===== config.mk =====
export PLATFORM = sky130hd
export DESIGN_NAME = motor_command_frame_decoder
export DESIGN_NICKNAME = d
export VERILOG_FILES = /design/src/rtl/mcfd_pkg.sv /design/src/rtl/mcfd_framer.sv /design/src/rtl/mcfd_split.sv /design/src/rtl/mcfd_out_stage.sv /design/src/rtl/motor_command_frame_decoder.sv
export SDC_FILE = /design/constraint.sdc
export NUM_CORES = 1
export LEC_CHECK = 0
export BUFFER_PORTS_ARGS = -buffer_cell sky130_fd_sc_hd__buf_2
export CAP_MARGIN = 20
export CORE_MARGIN = 5
export CORE_UTILIZATION = 30
export DETAILED_ROUTE_END_ITERATION = 16
export SLEW_MARGIN = 20
export SYNTH_ARGS = -nofsm -noshare
export SYNTH_HDL_FRONTEND = slang
export SYNTH_SLANG_ARGS = --single-unit

===== constraint.sdc =====
create_clock -name clock -period 10 [get_ports clock]
set_input_delay 1.5 -clock clock [delete_from_list [all_inputs] [get_ports clock]]
set_output_delay 1.5 -clock clock [all_outputs]
set_load 0.02 [all_outputs]

===== src/rtl/mcfd_pkg.sv =====
// ----------------------------------------------------------------------------
// mcfd_pkg
// Shared types and constants for the motor command frame decoder.
// ----------------------------------------------------------------------------
package mcfd_pkg;

   // Frame bytes
   localparam logic [7:0] HEADER_BYTE = 8'hFF;
   localparam logic [7:0] SECOND_BYTE = 8'h01;
   localparam logic [7:0] TAIL_BYTE   = 8'hFE;

   // Payload layout: four big-endian 16-bit commands
   localparam int unsigned PAYLOAD_LEN = 8;
   localparam int unsigned NUM_MOTORS  = 4;
   localparam int unsigned CMD_W       = 16;
   localparam int unsigned COUNT_W     = $clog2(PAYLOAD_LEN);

   typedef logic [7:0] byte_type;
   typedef byte_type [PAYLOAD_LEN-1:0] payload_type;

   // Framer phases, one-hot
   typedef enum logic [3:0] {
      PH_HUNT    = 4'b0001,
      PH_SECOND  = 4'b0010,
      PH_PAYLOAD = 4'b0100,
      PH_TAIL    = 4'b1000
   } phase_type;

   // Decoded result item
   typedef struct packed {
      logic [NUM_MOTORS-1:0]            reverse;
      logic [NUM_MOTORS-1:0][CMD_W-1:0] magnitude;
      logic                             first_is_zero;
   } result_type;

endpackage


===== src/rtl/mcfd_framer.sv =====
// ----------------------------------------------------------------------------
// mcfd_framer
// Header/second-byte/payload/tail state machine with the payload byte store.
// ----------------------------------------------------------------------------
module mcfd_framer (
   input  logic                  clock,
   input  logic                  reset,
   input  logic                  byte_take,
   input  mcfd_pkg::byte_type    rx_byte,
   output logic                  frame_done,
   output mcfd_pkg::payload_type payload
);
   import mcfd_pkg::*;

   phase_type            phase_ff, phase_in;
   logic [COUNT_W-1:0]   count_ff, count_in;
   payload_type          store_ff;
   logic                 store_we;

   // Next phase and payload index
   always_comb begin
      phase_in   = phase_ff;
      count_in   = count_ff;
      store_we   = 1'b0;
      frame_done = 1'b0;
      if (byte_take) begin
         case (phase_ff)
            PH_HUNT: begin
               if (rx_byte == HEADER_BYTE) phase_in = PH_SECOND;
            end
            PH_SECOND: begin
               // a bad second byte drops back to hunting, not taken as header
               if (rx_byte == SECOND_BYTE) begin
                  phase_in = PH_PAYLOAD;
                  count_in = '0;
               end else begin
                  phase_in = PH_HUNT;
               end
            end
            PH_PAYLOAD: begin
               store_we = 1'b1;
               count_in = count_ff + 1'b1;
               if (count_ff == COUNT_W'(PAYLOAD_LEN - 1)) phase_in = PH_TAIL;
            end
            PH_TAIL: begin
               // junk bytes are ignored until the tail shows up
               if (rx_byte == TAIL_BYTE) begin
                  phase_in   = PH_HUNT;
                  frame_done = 1'b1;
               end
            end
            default: begin
               phase_in = PH_HUNT;
            end
         endcase
      end
   end

   // Control state
   always_ff @(posedge clock) begin
      if (reset) begin
         phase_ff <= PH_HUNT;
         count_ff <= '0;
      end else begin
         phase_ff <= phase_in;
         count_ff <= count_in;
      end
   end

   // Payload store, no reset
   always_ff @(posedge clock) begin
      if (store_we) store_ff[count_ff] <= rx_byte;
   end

   assign payload = store_ff;

endmodule


===== src/rtl/mcfd_split.sv =====
// ----------------------------------------------------------------------------
// mcfd_split
// Splits the four stored commands into direction bit and magnitude.
// ----------------------------------------------------------------------------
module mcfd_split (
   input  mcfd_pkg::payload_type payload,
   output mcfd_pkg::result_type  result
);
   import mcfd_pkg::*;

   logic [NUM_MOTORS-1:0][CMD_W-1:0] raw;

   // Sign/magnitude per motor; the most negative code maps to 0x8000
   always_comb begin
      for (int k = 0; k < NUM_MOTORS; k++) begin
         raw[k]              = {payload[2*k], payload[2*k+1]};
         result.reverse[k]   = raw[k][CMD_W-1];
         result.magnitude[k] = raw[k][CMD_W-1] ? (CMD_W'(0) - raw[k]) : raw[k];
      end
      result.first_is_zero = (raw[0] == '0);
   end

endmodule


===== src/rtl/mcfd_out_stage.sv =====
// ----------------------------------------------------------------------------
// mcfd_out_stage
// Result register with one skid entry so input keeps flowing under stall.
// ----------------------------------------------------------------------------
module mcfd_out_stage (
   input  logic                 clock,
   input  logic                 reset,
   input  logic                 push,
   input  mcfd_pkg::result_type push_data,
   output logic                 full,
   output logic                 out_valid,
   input  logic                 out_stall,
   output mcfd_pkg::result_type out_data
);
   import mcfd_pkg::*;

   logic       main_valid_ff, main_valid_in;
   logic       skid_valid_ff, skid_valid_in;
   result_type main_ff, main_in;
   result_type skid_ff, skid_in;
   logic       pop;

   assign pop = main_valid_ff && !out_stall;

   // Queue control: the skid entry only fills when main is held
   always_comb begin
      main_valid_in = main_valid_ff;
      skid_valid_in = skid_valid_ff;
      main_in       = main_ff;
      skid_in       = skid_ff;
      if (skid_valid_ff) begin
         if (pop) begin
            main_in       = skid_ff;
            skid_valid_in = 1'b0;
         end
      end else if (push) begin
         if (!main_valid_ff || pop) begin
            main_in       = push_data;
            main_valid_in = 1'b1;
         end else begin
            skid_in       = push_data;
            skid_valid_in = 1'b1;
         end
      end else if (pop) begin
         main_valid_in = 1'b0;
      end
   end

   always_ff @(posedge clock) begin
      if (reset) begin
         main_valid_ff <= 1'b0;
         skid_valid_ff <= 1'b0;
      end else begin
         main_valid_ff <= main_valid_in;
         skid_valid_ff <= skid_valid_in;
      end
   end

   always_ff @(posedge clock) begin
      main_ff <= main_in;
      skid_ff <= skid_in;
   end

   assign full      = skid_valid_ff;
   assign out_valid = main_valid_ff;
   assign out_data  = main_ff;

endmodule


===== src/rtl/motor_command_frame_decoder.sv =====
// ----------------------------------------------------------------------------
// motor_command_frame_decoder
// Byte-serial motor command frame decoder, top level.
// ----------------------------------------------------------------------------
// Usage:
//   req_ channel: one received serial byte per item (req_rx_byte).
//   rsp_ channel: one decoded frame per item, four direction/magnitude pairs
//   plus first_is_zero, emitted only when a complete frame ends on its tail.
//   A frame is 0xFF, 0x01, eight payload bytes (four big-endian signed
//   16-bit commands), then 0xFE; bytes before the tail are skipped.
//   Throughput: one byte per cycle while req_stall is low. A tail byte's
//   result goes to the result register, or to the skid entry while that is held;
//   per byte, one pass of logic lies between the input and those registers.
//   When rsp_stall holds a result, a skid entry absorbs one more result;
//   req_stall rises only while that skid entry is occupied, so non-tail and
//   tail bytes keep flowing until two results are pending.
//   Reset clears the framer to hunting for a header and empties the result
//   queue; payload bytes are not cleared and are always rewritten before use.
// ----------------------------------------------------------------------------
module motor_command_frame_decoder (
   input  logic                     clock,
   input  logic                     reset,
   input  logic                     req_valid,
   output logic                     req_stall,
   input  logic [7:0]               req_rx_byte,
   output logic                     rsp_valid,
   input  logic                     rsp_stall,
   output logic                     rsp_reverse_a,
   output logic [15:0]              rsp_magnitude_a,
   output logic                     rsp_reverse_b,
   output logic [15:0]              rsp_magnitude_b,
   output logic                     rsp_reverse_c,
   output logic [15:0]              rsp_magnitude_c,
   output logic                     rsp_reverse_d,
   output logic [15:0]              rsp_magnitude_d,
   output logic                     rsp_first_is_zero
);
   import mcfd_pkg::*;

   logic        byte_take;
   logic        frame_done;
   logic        queue_full;
   payload_type payload;
   result_type  result;
   result_type  out_data;

   assign req_stall = queue_full;
   assign byte_take = req_valid && !queue_full;

   // Frame state machine and payload bytes
   mcfd_framer u_framer (
      .clock      (clock),
      .reset      (reset),
      .byte_take  (byte_take),
      .rx_byte    (req_rx_byte),
      .frame_done (frame_done),
      .payload    (payload)
   );

   // Command conversion
   mcfd_split u_split (
      .payload (payload),
      .result  (result)
   );

   // Result register and skid
   mcfd_out_stage u_out (
      .clock     (clock),
      .reset     (reset),
      .push      (frame_done),
      .push_data (result),
      .full      (queue_full),
      .out_valid (rsp_valid),
      .out_stall (rsp_stall),
      .out_data  (out_data)
   );

   assign rsp_reverse_a     = out_data.reverse[0];
   assign rsp_magnitude_a   = out_data.magnitude[0];
   assign rsp_reverse_b     = out_data.reverse[1];
   assign rsp_magnitude_b   = out_data.magnitude[1];
   assign rsp_reverse_c     = out_data.reverse[2];
   assign rsp_magnitude_c   = out_data.magnitude[2];
   assign rsp_reverse_d     = out_data.reverse[3];
   assign rsp_magnitude_d   = out_data.magnitude[3];
   assign rsp_first_is_zero = out_data.first_is_zero;

endmodule


Word-level counts from Yosys, hierarchy flattened --
Cells that the tools add are included.
Storage, ports and cells: bits in latches 0, bits of input ports 12, output and inout bits 71, register bits after elaboration 211, memories 0, memory bits (writable) 0, word-level logic and storage cells 94, memory bits (read-only) 0
Cells by class: shift-type cells 0, order comparisons 2, bitwise logic cells 2, divide/modulo/power cells 0, add/subtract/negate cells 5, multiply operators 0, equality and inequality tests 14, reduce and logical (&&, ||, !) cells 17, multiplexer cells 30
Operators with widths (number):
- $mux W69 | 4
- $bwmux W64 | 1
- $mux W16 | 4
- $sub A1 B16 Y16 const A | 4
- $demux W8 S3 | 1
- $eq A8 B8 Y1 const B | 2
- $logic_not A16 Y1 | 1
- $pmux W4 S4 | 1
- $mux W1 | 12
- $mux W4 | 3
- $reduce_and A3 Y1 | 4
- $ne A2 B1 Y1 const B | 5
- $eq A8 B1 Y1 const B | 1
- $mux W8 | 1
- $reduce_bool A2 Y1 | 4
- $mux W3 | 2
- $pmux W3 S2 | 1
- $eq A4 B1 Y1 const B | 1
- $eq A4 B2 Y1 const B | 1
- $eq A4 B3 Y1 const B | 1
- $eq A4 B4 Y1 const B | 1
- $lt A3 B4 Y1 const B | 1
- $reduce_and A4 Y1 | 1
- $add A3 B1 Y3 const B | 1
- other kinds (7) | 12

Depth between registers and ports, before layout --
Gate-level depths: netlist of run 1.
depth after elaboration 6, mapped depth 6, gate-level depth less buffers 6

By module --
Synthesis of run 1 repeated with hierarchy kept, for this count alone.
Second synthesis, totals: cell total of the unflattened synthesis 559, area total of the unflattened synthesis 9331.4 µm²
Modules (own cells, without submodules):
- mcfd_out_stage | times used 1, seq. area each 4184.0 µm², area each 5417.7 µm², cells an instance 227
- mcfd_framer | times used 1, seq. area each 2062.0 µm², area each 2519.9 µm², cells an instance 136
- mcfd_split | times used 1, seq. area each 0.0 µm², area each 1380.1 µm², cells an instance 195
- motor_command_frame_decoder | times used 1, seq. area each 0.0 µm², area each 13.8 µm², cells an instance 1

Worst setup path after synthesis of run 1 --
OpenSTA, ideal clock, no wires.
path kind input to register, start point input port req_valid, end point register u_out.main_ff (netlist bit u_out.out_data[0]), enable pin, required time 9399 ps, path slack 2147 ps, setup time 601 ps, stages 3, arrival time 7252 ps, buffers on the path 0, cells stage by stage nand2b_1 or4_1 a21boi_0
Between the ends: word-level cells in the longest chain between the ends 4
Ends and longest elaborated chain:
- start: declaration | RTL line motor_command_frame_decoder.sv:23 | input logic req_valid,
- $logic_and A1 B1 Y1 | RTL line motor_command_frame_decoder.sv:48 | assign byte_take = req_valid && !queue_full;
- $mux W1 | RTL line mcfd_framer.sv:26 | if (byte_take) begin
- $reduce_bool A2 Y1 (no line)
- $reduce_and A3 Y1 (no line)
- end signal: assignment | RTL line mcfd_out_stage.sv:60 | main_ff <= main_in;
- end: declaration | RTL line mcfd_out_stage.sv:19 | result_type main_ff, main_in;
No other way between the ends. A chain may end at the register's enable or synchronous reset.

Worst setup path after layout of run 1 --
start point input port req_rx_byte[7], end point register u_out.main_ff (netlist bit u_out.out_data[17]), enable pin
Between the ends: word-level cells in the longest chain between the ends 6
Ends and longest elaborated chain:
- start: declaration | RTL line motor_command_frame_decoder.sv:25 | input logic [7:0] req_rx_byte,
- $eq A8 B8 Y1 | RTL line mcfd_framer.sv:47 | if (rx_byte == TAIL_BYTE) begin
- $mux W1 | RTL line mcfd_framer.sv:47
- $mux W1 | RTL line mcfd_framer.sv:27 | case (phase_ff)
- $mux W1 | RTL line mcfd_framer.sv:26
- $reduce_bool A2 Y1 (no line)
- $reduce_and A3 Y1 (no line)
No other way between the ends.

==> results of run 1 <==
==> synth_stat cells, types with 5 or more instances <==
master and n:
or4_1 7, edfxtp_1 202, xnor2_1 49, nor2_1 11, mux2_2 55, or2_2 6, ha_1 6, nor3_1 6
o31ai_1 19, a21oi_1 6, or3_1 14, inv_1 18, clkbuf_1 12, nor4_1 6, o41ai_2 13, nand3_1 6
buf_1 7, dfxtp_1 9, nand2_1 25, o41ai_1 5, o21ai_0 25, nand2b_1 6
==> registers in the layout (all words and copies together), names as in the netlist <==
signal / count
u_out.out_data: 69
u_out.skid_ff: 69
u_framer.payload: 64
u_framer.phase_ff: 4
u_framer.count_ff: 3
u_out.full: 1
u_out.out_valid: 1
==> critical path, cell delays in order <==
cell and delay, ns:
buf_2 0.23, nand4_1 0.19, or4_1 0.67, a21boi_4 0.19, buf_4 0.69
==> worst paths after layout <==
| path | startpoint | end | cells past startpoint |
|---|---|---|---|
| worst max-delay path | req_rx_byte[7] | u_out.out_data[17] | 5 |
| worst min-delay path | u_framer.payload[56] | u_out.skid_ff[49] | 0 |
| worst max register to register | u_framer.phase_ff[0] | u_out.out_data[17] | 4 |
| worst min register to register | u_framer.payload[56] | u_out.skid_ff[49] | 0 |
==> routing by layer <==
layer | track usage [%] | vias to the layer above
li1 | - | 2393
met1 | 15.9 | 2480
met2 | 16.5 | 97
met3 | 1.58 | 27
met4 | 2.80 | 0
met5 | 0 | -
==> logic make-up (layout without fill, tap and decap cells) <==
| kind of cell | Yosys count | after routing |
|---|---|---|
| flip-flops | 211 | 211 |
| XOR/XNOR | 51 | 51 |
| AO/OA/AOI/OAI | 86 | 86 |
| multiplexers | 58 | 58 |
| adder cells (fa/ha/maj) | 6 | 6 |
| AND/OR/NAND/NOR | 113 | 113 |
| buffers and inverters | 44 | 147 |
==> power breakdown <==
part           leakage (nW)  total [mW]  switching (mW)  internal, mW
clock                 0.347       0.825           0.312         0.513
combinational          1.25      0.0146          0.0105       0.00408
sequential             1.89       0.959         0.00108         0.958
==> final cells by class <==
type	count	area, µm²
Clock buffer	29	586
Timing Repair Buffer	91	475
Inverter	19	71.3
Fill cell	2829	19100
Multi-Input combinational cell	314	2620
Sequential cell	211	6250
Clock inverter	8	148
Tap cell	390	488
==> out/metrics.cfg, run 1 <==
[synth]
ys_types = 55
syn_area_um2 = 9030
synthMuxAreaShare_pct = 7.28
yosys_warnings = 0
yosysSeqAreaShare_pct = 69.2
syn-instance-count = 569
synthSimpleGateAreaFrac_pct = 7.80
dominantRegCellSynth = edfxtp_1
ys_ff_latch = 211
synth_compound_area_share_pct = 7.91
synth.net_count = 587
syn-mean-instance-area_um2 = 15.9
synth_top_area_share_pct = 67.2
yosysTopAreaCell = edfxtp_1
synth_top_family_by_area = compound AO/OA/AOI/OAI gates
synthXorXnorAreaFrac_pct = 4.95
async_flop_share_pct = 0
synth_edf_count = 202
synth.area.top_cells = edfxtp_1, mux2_2, xnor2_1
synth-adder-area-share_pct = 0.831

[drt]
ant_nets = 0
wl_met2_um = 8090
wl_per_cell_um = 17.4
drt_wl_total_um = 18400
via_count = 4997
drtIter0Drc = 350
drc = 0
met1Wirelength_um = 9400
viasPerCell = 4.71
first_pass_iters = 4
top_layer_used = met4
wl_met3_um = 594

[layout]
fin_cells = 1062
antenna-diode-count = 0
area_delta_synth_final_pct = 17.7
layout-drive-gt1-share_pct = 31.7
nets = 676
final_common_cell = edfxtp_1
fin_area_um2 = 10600
utilization_pct = 35.8
final_cell_mix = edfxtp_1, buf_2, mux2_2

[power]
total_power_mw = 1.80
vdd_ir_drop_max_v = 0.000120
powerDensity_nw_per_um2 = 169
p_leak_nw = 3.48

[sta]
tightestPinTransition_ns = 1.07
max_freq_mhz = 290
maxSlewViolCount = 0
fin_tns_setup_ns = 0
fin_crit_ns = 3.45
rsz0062_at_grt = no
finalSetupViolations = 0
fin_skew_ns = 0.0160
fin_crit_sh_pct = 34.5
relSlewSlack_pct = 28.2
timing.hold.ws_ns = 0.473
setup_ws_ns = 6.55
hold_viol_final = 0

[clocking]
post_cts_buffers = 0
clk_pin_slew_ns = 0.06
htreeDepth = 1
cts_resized = 0
postCtsHoldBufs = 0
cts_tree = yes
cts.path.max_buffers = 3
insertion_delay_ns = 0.49
numCtsBuffers = 21
cts-root-buf = clkbuf_16
cts.sink_count = 211

[placement]
numPortBuffers = 82
dpl_worst_slack_ns = 6.04
place_congestion = 0.814
placed_area_um2 = 9890
dp.cells = 1024
dpl.hpwl_um = 12500

[critical_path]
reg2reg_setup_slack_ns = 7.06
arrival_ns = 3.55
worst-path-max-fanout = 69
critPathLaunchType = input pin
cp-end-kind = register
required_ns = 10.10
path_class = input pin to register

[grt]
grt_pass1_wl_um = 28900
grt_pass1_vias = 4940
gr-total-overflow = 0
track_usage_pct = 10.7
grt_antenna_before_repair = 0
grt_max_degree = 70

[die]
io_pins = 83
core_area_um2 = 29700
dieHeight_um = 183
placementRows = 63
start_util_pct = 30.4
die-area_um2 = 33700
die_w_um = 183

[flow_run]
drv_cap = 0

[status]
status = finished clean

[worst_hold_path]
min_path_type = register to register

Power figures use the tool's default switching activity.
==> run 2, diff against run 1 <==
- clock period: 10 -> 2.78 ns (I/O delays scaled with it)
==> run 2 against run 1 <==
Effect of this change:
- global-route usage grew 0.59 points
- cell count grew 1.4%
- clock power rose to 3.7 times the previous value
- design area is 1.6% higher
- first-iteration DRC count rose by 3.4%
- critical endpoint is now u_out.out_data[15]
==> out/metrics.cfg, run 2 (synthesized netlist as in run 1, its figures left out) <==
[grt]
track_usage_pct = 11.3
grt_pass1_wl_um = 30300
grt_max_degree = 61
grt_pass1_vias = 5139
grt_antenna_before_repair = 0
gr-total-overflow = 0

[critical_path]
path_class = register to register
cpPeakStageDelay_ns = 0.62
cp-end-kind = register
critPathLaunchType = register
cpMaxStageDelayCell = or4b_2
arrival_ns = 2.54
critPathBufInv = 1
critPathTopFamily = simple AND/OR/NAND/NOR gates
required_ns = 3.02
crit_chain = inv_1 -> ha_1 -> or4b_2 -> o41ai_2 -> xnor2_1 -> mux2_2
worst-path-max-fanout = 5

[drt]
via_count = 5043
wl_per_cell_um = 17.8
ant_nets = 0
drc = 0
drtIter0Drc = 362
first_pass_iters = 4
drt_wl_total_um = 19200
viasPerCell = 4.68

[sta]
maxSlewViolCount = 0
timing.hold.ws_ns = 0.218
fin_crit_sh_pct = 82.6
tightestPinTransition_ns = 0.722
hold_viol_final = 0
max_freq_mhz = 435
finalSetupViolations = 0
relSlewSlack_pct = 51.9
fin_skew_ns = 0.00578
fin_crit_ns = 2.30
rsz0062_at_grt = no
setup_ws_ns = 0.483

[placement]
dpl_worst_slack_ns = 0.405
dpl.hpwl_um = 13100
dp.cells = 1036
place_congestion = 0.807
placed_area_um2 = 10000
numPortBuffers = 82

[power]
netSwitchingFraction_pct = 18.6
switching_power_mw = 1.21
p_leak_nw = 3.58
vdd_ir_drop_max_v = 0.000394
pwr-share-seq_pct = 52.8
powerDensity_nw_per_um2 = 605
intPower_mw = 5.32
power.share.clock_pct = 46.3
combPwrFrac_pct = 0.9

[status]
status = finished clean

[die]
placementRows = 63
core_area_um2 = 29700
dieHeight_um = 183
die_w_um = 183
die-area_um2 = 33700
start_util_pct = 30.4
io_pins = 83

[layout]
fin_cells = 1077
nets = 689
final_cell_mix = edfxtp_1, buf_2, mux2_2
layout-drive-gt1-share_pct = 33.2
area_delta_synth_final_pct = 19.6
fin_area_um2 = 10800
antenna-diode-count = 0
final_common_cell = edfxtp_1

[clocking]
cts_tree = yes
post_cts_buffers = 0
numCtsBuffers = 23
clk_pin_slew_ns = 0.06
postCtsHoldBufs = 0
cts-root-buf = clkbuf_16
htreeDepth = 1
cts.path.max_buffers = 3
cts_resized = 0
insertion_delay_ns = 0.49
cts.sink_count = 211

[flow_run]
drv_cap = 0

[worst_hold_path]
min_path_type = input pin to register

## run 2: cell types whose count changed in the layout (fill, tap and decap cells not counted), moves of 2 or more
cell	previous run	this run
clkbuf_1	5	8
buf_12	0	4
clkinv_2	1	4
clkinvlp_4	3	1
buf_4	8	16
clkbuf_8	3	1
clkbuf_16	21	25
bufinv_16	4	2
## run 2: final cells by class
cell class / instances / area (µm²)
inverter: 19 / 71.3
clock buffer: 34 / 669
sequential: 211 / 6250
timing repair buffer: 102 / 611
tap: 390 / 488
fill: 2832 / 18900
clock inverter: 7 / 87.6
multi-input combinational: 314 / 2620
## run 2: layer usage
layer	vias to the layer above	share of wire [%]	global-route usage, %	routed length, µm
met4	0	2.2	3.19	415
met5	-	0	0	0
met2	112	43	17.1	8350
met3	32	5.1	2.06	986
met1	2474	49	16.7	9460
li1	2425	-	-	-
## run 2: power by group through the flow
stage | clock network (mW) | registers, mW | logic [mW]
floorplan | 0 | 3.52 | 0.0188
CTS | 3.10 | 3.45 | 0.0595
detailed placement | 0 | 3.52 | 0.0592
finish | 3.02 | 3.45 | 0.0581
global placement | 0 | 3.52 | 0.0581
global route | 3.25 | 3.45 | 0.0655
## run 2: path summary, 6_finish.rpt
| path | start | to | slack, ns | depth (start not counted) |
|---|---|---|---|---|
| setup / recovery | u_framer.payload[8] | u_out.out_data[15] | 0.48 | 6 |
| hold / removal | reset | u_framer.phase_ff[2] | 0.22 | 2 |
| hold reg to reg | u_framer.payload[24] | u_out.skid_ff[17] | 0.49 | 0 |
| setup reg to reg | u_framer.payload[8] | u_out.out_data[15] | 0.48 | 6 |
## run 2: per-stage QoR
stage	TNS [ns]	utilization [%]	power (mW)
floorplan	-14.34	-	3.54
global placement	0	33.8	3.58
detailed placement	0	33.8	3.58
CTS	0	36.3	6.61
global route	0	36.3	6.76
finish	0	36.3	6.53
